<file path="config.mk">
export PLATFORM = sky130hd
export DESIGN_NAME = bsp_gray_conv
export DESIGN_NICKNAME = d
export VERILOG_FILES = /design/src/design/bsp_pkg.sv /design/src/design/bsp_gray_conv.sv
export SDC_FILE = /design/constraint.sdc
export NUM_CORES = 1
export LEC_CHECK = 0
export BUFFER_PORTS_ARGS = -buffer_cell sky130_fd_sc_hd__buf_4
export CAP_MARGIN = 20
export CORE_MARGIN = 10
export CORE_UTILIZATION = 50
export DETAILED_ROUTE_END_ITERATION = 12
export PLACE_DENSITY = 0.76
export SLEW_MARGIN = 20
export SYNTH_ARGS = -nofsm -noshare
export SYNTH_HDL_FRONTEND = slang
export SYNTH_SLANG_ARGS = --single-unit
</file>
<file path="constraint.sdc">
create_clock -name vclk -period 5.8
set_clock_uncertainty 0.15 [all_clocks]
set_input_delay 0.58 -clock vclk [all_inputs]
set_output_delay 0.58 -clock vclk [all_outputs]
set_load 0.005 [all_outputs]
</file>
<file path="src/design/bsp_pkg.sv">
// ----------------------------------------------------------------------------
// bsp_pkg
// Shared types and constants of the background subtraction pixel pipeline.
// ----------------------------------------------------------------------------
package bsp_pkg;

  // Frame geometry and background store addressing.
  localparam int FRAME_PIXELS = 76800;
  localparam int IDX_W        = 17;

  // Gray conversion: (11R + 16G + 5B) >> 5.
  localparam int        GRAY_SUM_W    = 13;
  localparam int        GRAY_SHIFT    = 5;
  localparam logic [GRAY_SUM_W-1:0] GRAY_WEIGHT_R = 13'd11;
  localparam logic [GRAY_SUM_W-1:0] GRAY_WEIGHT_G = 13'd16;
  localparam logic [GRAY_SUM_W-1:0] GRAY_WEIGHT_B = 13'd5;

  localparam logic [7:0] DEMO_OFFSET      = 8'd30;
  localparam logic [7:0] PROJECTION_LIMIT = 8'd180;

  // Configuration register reset values.
  localparam logic [7:0] MOTION_THR_RESET = 8'd30;
  localparam logic [7:0] HIT_EXTRA_RESET  = 8'd40;

  // Configuration register indexes.
  typedef enum logic [1:0] {
    CFG_MOTION_THR = 2'd0,
    CFG_HIT_EXTRA  = 2'd1,
    CFG_DEMO_MODE  = 2'd2
  } cfg_idx_t;

  typedef struct packed {
    logic [7:0] motion_threshold;
    logic [7:0] hit_extra_threshold;
    logic       demo_offset_mode;
  } cfg_t;

  typedef struct packed {
    logic [7:0] filtered_gray;
    logic [7:0] abs_difference;
    logic       motion_pixel;
    logic       hit_pixel;
  } result_t;

endpackage

</file>
<file path="src/design/bsp_gray_conv.sv">
// ----------------------------------------------------------------------------
// bsp_gray_conv
// Weighted RGB to gray conversion, truncated to eight bits.
// ----------------------------------------------------------------------------
module bsp_gray_conv (
  input  logic [7:0] red,
  input  logic [7:0] green,
  input  logic [7:0] blue,
  output logic [7:0] gray
);
  import bsp_pkg::*;

  logic [GRAY_SUM_W-1:0] sum;

  // The largest sum is 32 * 255, which fits in thirteen bits.
  assign sum = ({{(GRAY_SUM_W-8){1'b0}}, red}   * GRAY_WEIGHT_R)
             + ({{(GRAY_SUM_W-8){1'b0}}, green} * GRAY_WEIGHT_G)
             + ({{(GRAY_SUM_W-8){1'b0}}, blue}  * GRAY_WEIGHT_B);

  assign gray = sum[GRAY_SHIFT +: 8];

endmodule

</file>
======== After elaboration in Yosys (flattened, before gate mapping) ========
Cells that the tools add are included.
operators by class
  $add $sub $neg .......................... 2
  $mul .................................... 2
operator list
  operator                                           count
  adder 12 x 12 -> 13 bit                            1
  adder 13 x 11 -> 13 bit                            1
  multiplier 8 x 4 -> 12 bit, second input constant  1
  multiplier 8 x 3 -> 11 bit, second input constant  1
word-level totals
  register bits after elaboration ......... 0
  input bits .............................. 24
  output and inout bits ................... 8
  word-level logic and storage cells ...... 4

======== Depth between registers and ports, before layout ========
  depth after elaboration ................. 3
  gate-level depth with buffers ........... 13
  mapped depth without buffers ............ 13

======== Worst setup path before layout ========
OpenSTA, ideal clock, no wires.
  path kind ............................... input-to-output
  start ................................... input blue[5]
  end ..................................... output gray[6]
  data arrival time ....................... 3721 ps
  data required time ...................... 5070 ps
  path slack .............................. 1349 ps
  stages on the path ...................... 12
  buffers on the path ..................... 0
  path through ............................ ha_1 > fa_1 > fa_1 > inv_1 > fa_1 > inv_1 > ha_1 > a21o_1 > nand3_1 > o211ai_2 > or4_1 > o311ai_1
between the ends
  longest elaborated chain between the ends .. 2
RTL lines
  what                        RTL line             source
  start, declared             bsp_gray_conv.sv:8   input logic [7:0] blue,
  multiplier 8 x 3 -> 11 bit  bsp_gray_conv.sv:18  + ({{(GRAY_SUM_W-8){1'b0}}, blue} * GRAY_WEIGHT_B);
  adder 13 x 11 -> 13 bit     bsp_gray_conv.sv:18
  end, declared               bsp_gray_conv.sv:9   output logic [7:0] gray
No other way between the ends.

======== Worst setup path in the final report ========
Same ends and word-level chain as after synthesis.

==> flow_summary.ini <==
[run_status]
status = finished clean

[power_and_ir_drop]
seqPwrFrac_pct = 0
p_per_area_nw_per_um2 = 411
p_comb_share_pct = 100.0
p_int_uw = 328
clkPwrFrac_pct = 0
peakVddDrop_mv = 0.493
p_leak_uw = 0.000880
p_switching_uw = 321
swShare_pct = 49.4

[layout]
n_antenna_cell = 0
mostFrequentLayoutCells = inv_1 (39), buf_4 (32), ha_1 (31), fa_1 (25), nor3_1 (4)
final_common_cell = inv_1
seq_cell_count = 0
seq_area_sq_um = 0
clkbuf_count = 0
area_delta_synth_final_pct = 21.3
layout.nets = 246
layout-drive-gt1-share_pct = 22.6
fillCellCount = 213

[floorplan]
die_h_microns = 71.0
initial_core_util_pct = 52.5
ios = 32
fp.dieArea_sq_um = 5040
die_w_microns = 71.0
rows = 18
core_sq_um = 2480

[sta]
setup_tns_ns = 0
worst_pin_slew_ns = 0.237
hold_violations = 0
setup-violations-final = 0
drv_slew = 0
rsz0062_at_grt = no
fmax_mhz = 206
min_period_over_period_pct = 83.8
fin_crit_ns = 4.86
holdWs_ns = 1.57
relSlewSlack_pct = 84.0

[logic_synthesis]
synth_top_area_share_pct = 38.5
syn_nets = 212
synth.top_cells.by_area = fa_1 (38%), ha_1 (30%), inv_1 (11%)
synth.largest_area_cell = fa_1
synth_area_sq_um = 1300
ys_seq_area_share_pct = 0
yosys_warnings = 0
synth.distinct_cells = 25
syn-instance-count = 132
synth.avg_cell_area_sq_um = 9.86

[routing]
drt_pre_antenna_iters = 4
vias = 990
drc_errors = 0
routed_wl_mm = 2.65
wl_per_cell_microns = 13.6
vias_per_cell = 5.10
drtAntennaViolNets = 0
drtIter0Drc = 12

[global_routing]
grt.total_usage_pct = 10.0
grt_pass1_vias = 1092
gr-total-overflow = 0
antenna_found_initial = 0
grt_max_degree = 6
grt_pass1_wl_mm = 4.48

[place]
port_buffers = 32
place.gp.congestion = 0.818
dp_hpwl_mm = 2.60

[critical_path]
crit_fanout = 5
endpoint_kind = output pin
worstPathRequired_ns = 5.07
cp.arrival_ns = 4.13
path_class = in2out
worstSetupStartpointType = input port

[clocking]
cts.repair.resized = 0
hold_buffers = 0
postCtsSetupBuffers = 0

[job]
maxCapViolCount = 0

[worst_hold_path]
holdCritPathClass = in2out
metal layers:
metal | vias to the layer above | routed length, microns | part of all wire (%) | track usage, %
met5 | - | 0 | 0 | 0
met4 | 0 | 16 | 0.60 | 0.645
met3 | 2 | 145 | 5.5 | 1.95
met2 | 23 | 1440 | 54 | 19.6
met1 | 473 | 1040 | 39 | 11.3
li1 | 492 | - | - | -
critical path, cell delays in order:
cell	delay, ns
buf_4	0.12
ha_1	0.31
fa_1	0.51
fa_1	0.54
inv_1	0.06
fa_1	0.53
inv_1	0.04
ha_1	0.34
a21o_1	0.19
nand3_1	0.08
o211ai_2	0.13
or4_1	0.43
o311ai_1	0.10
buf_4	0.16
power groups by stage:
stage	Clock, uW	Sequential (uW)	Combinational, uW
after CTS	0	0	668
after floorplan	0	0	414
after global routing	0	0	732
after detailed placement	0	0	664
final	0	0	648
after global placement	0	0	640
metrics by stage:
| step | setup WS, ns | power, uW | cell area, sq um | std cells | utilization (%) |
|---|---|---|---|---|---|
| 2_1_floorplan | 1.35 | 414 | 1300 | 132 | - |
| 3_3_place_gp | 0.998 | 640 | 1580 | 194 | 63.7 |
| 3_5_place_dp | 0.935 | 664 | 1580 | 194 | 63.7 |
| 4_1_cts | 0.918 | 668 | 1580 | 194 | 63.7 |
| 5_1_grt | 0.770 | 732 | 1580 | 194 | 63.7 |
| 6_report | 0.942 | 648 | 1580 | 194 | 63.7 |
cell usage after synthesis, drive strengths merged:
master and instances:
a21o 2, a21oi 4, a31oi 1, fa 25, ha 31, inv 39
nand2 2, nand2b 2, nand3 1, nand4 2, nor2 2, nor3 5
o211ai 1, o21a 2, o21ai 4, o22a 1, o311ai 2, or4 1
xnor2 3, xor2 2
cell type report:
type | count | area [sq um] | area share [%]
multi-input combinational | 93 | 1150 | 73.1
timing repair buffer | 32 | 240 | 15.2
inverter | 39 | 146 | 9.27
tap | 30 | 37.5 | 2.38
cells by family (layout without fill, tap and decap cells):
family | count (synthesis) | after routing | share of synthesized area [%]
adders and majority gates | 56 | 56 | 68.3
buffers and inverters | 39 | 71 | 11.2
and+or+nand+nor | 15 | 15 | 6.83
AOI/OAI and AO/OA | 17 | 17 | 10.3
xor gates and xnor gates | 5 | 5 | 3.37
final timing paths:
path	from	cells after the start	slack, ns	to
hold / removal	blue[0]	5	1.57	gray[0]
setup / recovery	blue[5]	14	0.94	gray[6]
Power figures use the tool's default switching activity.
