## src/design/bsp_pkg.sv

```systemverilog
// ----------------------------------------------------------------------------
// bsp_pkg
// Shared types and constants of the background subtraction pixel pipeline.
// ----------------------------------------------------------------------------
package bsp_pkg;

  // Frame geometry and background store addressing.
  localparam int FRAME_PIXELS = 76800;
  localparam int IDX_W        = 17;

  // Gray conversion: (11R + 16G + 5B) >> 5.
  localparam int        GRAY_SUM_W    = 13;
  localparam int        GRAY_SHIFT    = 5;
  localparam logic [GRAY_SUM_W-1:0] GRAY_WEIGHT_R = 13'd11;
  localparam logic [GRAY_SUM_W-1:0] GRAY_WEIGHT_G = 13'd16;
  localparam logic [GRAY_SUM_W-1:0] GRAY_WEIGHT_B = 13'd5;

  localparam logic [7:0] DEMO_OFFSET      = 8'd30;
  localparam logic [7:0] PROJECTION_LIMIT = 8'd180;

  // Configuration register reset values.
  localparam logic [7:0] MOTION_THR_RESET = 8'd30;
  localparam logic [7:0] HIT_EXTRA_RESET  = 8'd40;

  // Configuration register indexes.
  typedef enum logic [1:0] {
    CFG_MOTION_THR = 2'd0,
    CFG_HIT_EXTRA  = 2'd1,
    CFG_DEMO_MODE  = 2'd2
  } cfg_idx_t;

  typedef struct packed {
    logic [7:0] motion_threshold;
    logic [7:0] hit_extra_threshold;
    logic       demo_offset_mode;
  } cfg_t;

  typedef struct packed {
    logic [7:0] filtered_gray;
    logic [7:0] abs_difference;
    logic       motion_pixel;
    logic       hit_pixel;
  } result_t;

endpackage

```

## src/design/bsp_classify.sv

```systemverilog
// ----------------------------------------------------------------------------
// bsp_classify
// Demo offset, projection replacement, absolute difference and thresholds.
// ----------------------------------------------------------------------------
module bsp_classify (
  input  logic [7:0]       gray,
  input  logic [7:0]       background,
  input  bsp_pkg::cfg_t    cfg,
  output bsp_pkg::result_t result
);
  import bsp_pkg::*;

  logic [7:0] offset_gray;
  logic [7:0] filt;
  logic [7:0] diff;
  logic [8:0] hit_limit;

  always_comb begin
    offset_gray = cfg.demo_offset_mode ? (gray - DEMO_OFFSET) : gray;
    filt        = (offset_gray > PROJECTION_LIMIT) ? background : offset_gray;
    diff        = (background > filt) ? (background - filt) : (filt - background);
    // Nine-bit sum, so it never wraps.
    hit_limit   = {1'b0, cfg.motion_threshold} + {1'b0, cfg.hit_extra_threshold};

    result.filtered_gray  = filt;
    result.abs_difference = diff;
    result.motion_pixel   = (diff > cfg.motion_threshold);
    result.hit_pixel      = ({1'b0, diff} > hit_limit);
  end

endmodule
```

## config.mk

```make
export PLATFORM = sky130hd
export DESIGN_NAME = bsp_classify
export DESIGN_NICKNAME = d
export VERILOG_FILES = /design/src/design/bsp_pkg.sv /design/src/design/bsp_classify.sv
export SDC_FILE = /design/constraint.sdc
export NUM_CORES = 1
export LEC_CHECK = 0
export ABC_AREA = 1
export BUFFER_PORTS_ARGS = -buffer_cell sky130_fd_sc_hd__buf_2
export CAP_MARGIN = 5
export CORE_AREA = 10 10 76 58
export DETAILED_ROUTE_END_ITERATION = 8
export DIE_AREA = 0 0 86 68
export PLACE_DENSITY = 0.89
export SYNTH_ARGS = -nofsm -noshare
export SYNTH_HDL_FRONTEND = slang
export SYNTH_SLANG_ARGS = --single-unit
```

## constraint.sdc

```tcl
create_clock -name vclk -period 12.3
set_input_delay 2.46 -clock vclk [all_inputs]
set_output_delay 2.46 -clock vclk [all_outputs]
set_load 0.05 [all_outputs]
```

=== Word-level counts from Yosys, hierarchy flattened ===
Cells that the tools add are included.

* Register bits: 0
* Bits of input ports: 33
* Word-level logic and storage cells: 11

* Add/sub/neg operators: 4
* Magnitude comparators: 4
* Mux-type cells: 3

{| class="wikitable"
|+ Operators by type and width
! cell !! number
|-
| 2-to-1 mux 8 bit || 3
|-
| > comparator 8 bit || 2
|-
| subtractor 8 bit || 2
|-
| adder 8 x 8 -> 9 bit || 1
|-
| > comparator 8 x 9 -> 1 bit || 1
|-
| > comparator 8 bit (second input constant) || 1
|-
| subtractor 8 x 5 -> 8 bit (second input constant) || 1
|}

=== Depth between registers and ports, before layout ===
* Depth after elaboration: 7
* Gate-level depth with buffers: 36
* Depth with buffers taken out: 34

=== Least setup slack after synthesis ===
Ideal clock, no wire load.

* Kind: input to output
* Start: input port gray[1]
* End: output port result[1] (netlist name)
* Arrival time: 8.402 ns
* Required time: 9.840 ns
* Slack: 1.438 ns
* Stages on the path: 23
* Cells stage by stage: ha_1 -> nand3_1 -> nand3_2 -> nor2_2 -> xor2_2 -> nand2_4 -> buf_2 -> o21ai_0 -> ha_1 -> a21oi_1 -> nor2_1 -> a211oi_1 -> nand2_2 -> nand2_4 -> inv_2 -> o21ai_0 -> ha_1 -> inv_1 -> nor2_1 -> nor2_1 -> o21bai_1 -> nand2_1 -> a21oi_1

{| class="wikitable"
|+ RTL lines
! element !! RTL line !! RTL
|-
| start, declared || bsp_classify.sv:6 || <nowiki>input logic [7:0] gray,</nowiki>
|-
| end, declared || bsp_classify.sv:9 || <nowiki>output bsp_pkg::result_t result</nowiki>
|}

==> flow_summary_export.csv <==
group,metric,value,unit
run_status,status,"finished, final reports clean",
route,dr.pass1.iters,4,
synth,synth_top_family_by_area,"simple AND/OR/NAND/NOR gates",
global_routing,gr-usage-met2,23.1,%
setup_path,criticalPathCategory,"in2out",
die,dieWidth,86,um
cells_and_area,multi_input_area,1480,um2
global_routing,grt_usage,14.4,%
setup_path,critPathLaunchType,"input port",
synth,synthMuxAreaShare,0.578,%
synth,synthSimpleGateAreaFrac,30.4,%
global_routing,grt_pass1_vias,1762,
setup_path,cp_max_fo,14,
synth,netlist.area_leader.share,26.7,%
timing,drv_slew,0,
route,vias,1907,
timing,fin_crit,9230,ps
route,drc_errors,0,
synth,syn_area_per_cell,6.14,um2
timing,holdWs,5430,ps
cells_and_area,drive_above_1_share,21.6,%
placed_design,pre_cts_ws,3130,ps
cells_and_area,layout.nets,403,
power_and_ir_drop,p_leak,0.00123,uW
timing,rsz0062_at_grt,"false",
timing,relSlewSlack,72.9,%
timing,tightest_slew,405,ps
setup_path,crit_required,9840,ps
timing,fmax,0.108,GHz
placed_design,numPortBuffers,51,
die,dieArea,5850,um2
setup_path,arrival,6770,ps
cells_and_area,diodes,0,
route,drt_iter0_markers,158,
synth,ys_types,30,
synth,synth_nets,354,
die,rows,17,
timing,finalHoldViolations,0,
global_routing,grt_pass1_wl,7480,um
synth,synth-adder-area-share,29.0,%
synth,yosysTopAreaCell,"ha_1",
synth,synth_xor_area_share,8.53,%
placed_design,hpwl,4070,um
worst_hold_path,min_path_type,"in2out",
global_routing,grt_max_degree,15,
route,routedWlPerCell,12.1,um
synth,syn_inst,282,
synth,synth_seq_area_share,0,%
cells_and_area,fillers,307,
global_routing,met1_usage,20.0,%
placed_design,gp_congestion,0.917,
cells_and_area,stdcell_count,367,
route,routed_wirelength,4430,um
global_routing,antenna_found_initial,0,
placed_design,dp.cells,367,
timing,setup_ws,3070,ps
synth,synth_top_cells_by_count,"inv_1 (58), nand2_1 (53), ha_1 (37)",
power_and_ir_drop,power_density,135,nW/um2
cells_and_area,seq_area,0,um2
clock_network,ctsResizeCount,0,
cells_and_area,clockBufferCount,0,
power_and_ir_drop,power,271,uW
die,pin_count,51,
die,start_util,56.9,%
synth,yosysWarnings,0,
timing,finalSetupTns,0,ps
setup_path,cp_slowest_stage_delay,360,ps
timing,period_share,75.1,%
clock_network,post-cts-setup-buffers,0,
flow_run,cap_viol_max_count,0,
timing,setup_viol,0,
synth,syn_area,1730,um2
clock_network,ctsHoldBuffers,0,
setup_path,critPathSlowestCell,"ha_1",
synth,synth_compound_area_share,16.6,%
global_routing,overflow,0,
global_routing,grt_util_met3,3.56,%
setup_path,worstSetupEndpointType,"output pin",
synth,yosysMostFrequentCell,"inv_1",
route,vias_per_cell,5.20,
power_and_ir_drop,ir_worst_vdd,85.2,uV
synth,synth.area.top_cells,"ha_1 (27%), inv_1 (13%), nand2_1 (11%), a21oi_1 (6.4%), nand3_1 (6.4%)",
die,core_area,3040,um2
route,final_antenna_net_count,0,
cells_and_area,synthToLayoutAreaGrowth,16.1,%
global_routing,grt_most_used_layer,"met2",
cells_and_area,design.seq.count,0,
die,die_h,68,um
==> critical path, delay by kind of cell <==
kind                       cells  cell delay (ps)
adders and majority gates      3              890
xor gates and xnor gates       2              390
and+or+nand+nor               15             1560
AOI/OAI and AO/OA              3              580
buffers and inverters          7              890
==> metal layers <==
| layer | share of wire [%] | vias to the layer above | routed length [um] |
|---|---|---|---|
| met1 | 48 | 840 | 2140 |
| met5 | 0 | - | 0 |
| li1 | - | 1013 | - |
| met4 | 0.45 | 0 | 20 |
| met3 | 8.7 | 2 | 383 |
| met2 | 42 | 52 | 1880 |
==> stage by stage <==
step	area, um2	util, %
floorplan	1730	-
global placement	2010	66.1
detailed placement	2010	66.1
CTS	2010	66.1
global route	2010	66.1
finish	2010	66.1
==> path summary, 6_finish.rpt <==
check,from,to,cells past startpoint
setup / recovery,gray[1],result[0],30
hold / removal,background[2],result[12],4
==> cell usage in the layout (no fill, tap or decap), types with 2 or more instances in the layout <==
| cell type | instances |
|---|---|
| a211oi_1 | 2 |
| a21oi_1 | 22 |
| buf_2 | 51 |
| fa_1 | 2 |
| ha_1 | 37 |
| inv_1 | 58 |
| inv_2 | 4 |
| nand2_1 | 53 |
| nand2_2 | 5 |
| nand2_4 | 4 |
| nand3_1 | 22 |
| nand4_1 | 6 |
| nor2_1 | 13 |
| nor2_2 | 3 |
| o211ai_1 | 3 |
| o21ai_0 | 12 |
| o21ai_1 | 5 |
| o21bai_1 | 3 |
| o221ai_1 | 2 |
| xnor2_1 | 4 |
| xor2_1 | 11 |
==> power breakdown <==
part	internal [uW]	switching [uW]	total, uW	leakage, uW
Sequential	0	0	0	0
Combinational	82.3	189	271	0.00123
Clock	0	0	0	0
==> area by class of cell <==
type | instances | area share, %
Multi-Input combinational cell | 216 | 73.4
Timing Repair Buffer | 51 | 12.7
Inverter | 62 | 11.6
Tap cell | 38 | 2.36
==> cell families (layout without fill, tap and decap cells) <==
family | count (synthesis) | after routing
compound gates | 51 | 51
simple gates | 109 | 109
mux | 1 | 1
fa+ha+maj | 39 | 39
xor+xnor | 16 | 16
buf+inv | 66 | 113
No activity file was read; power rests on OpenSTA's default activity.
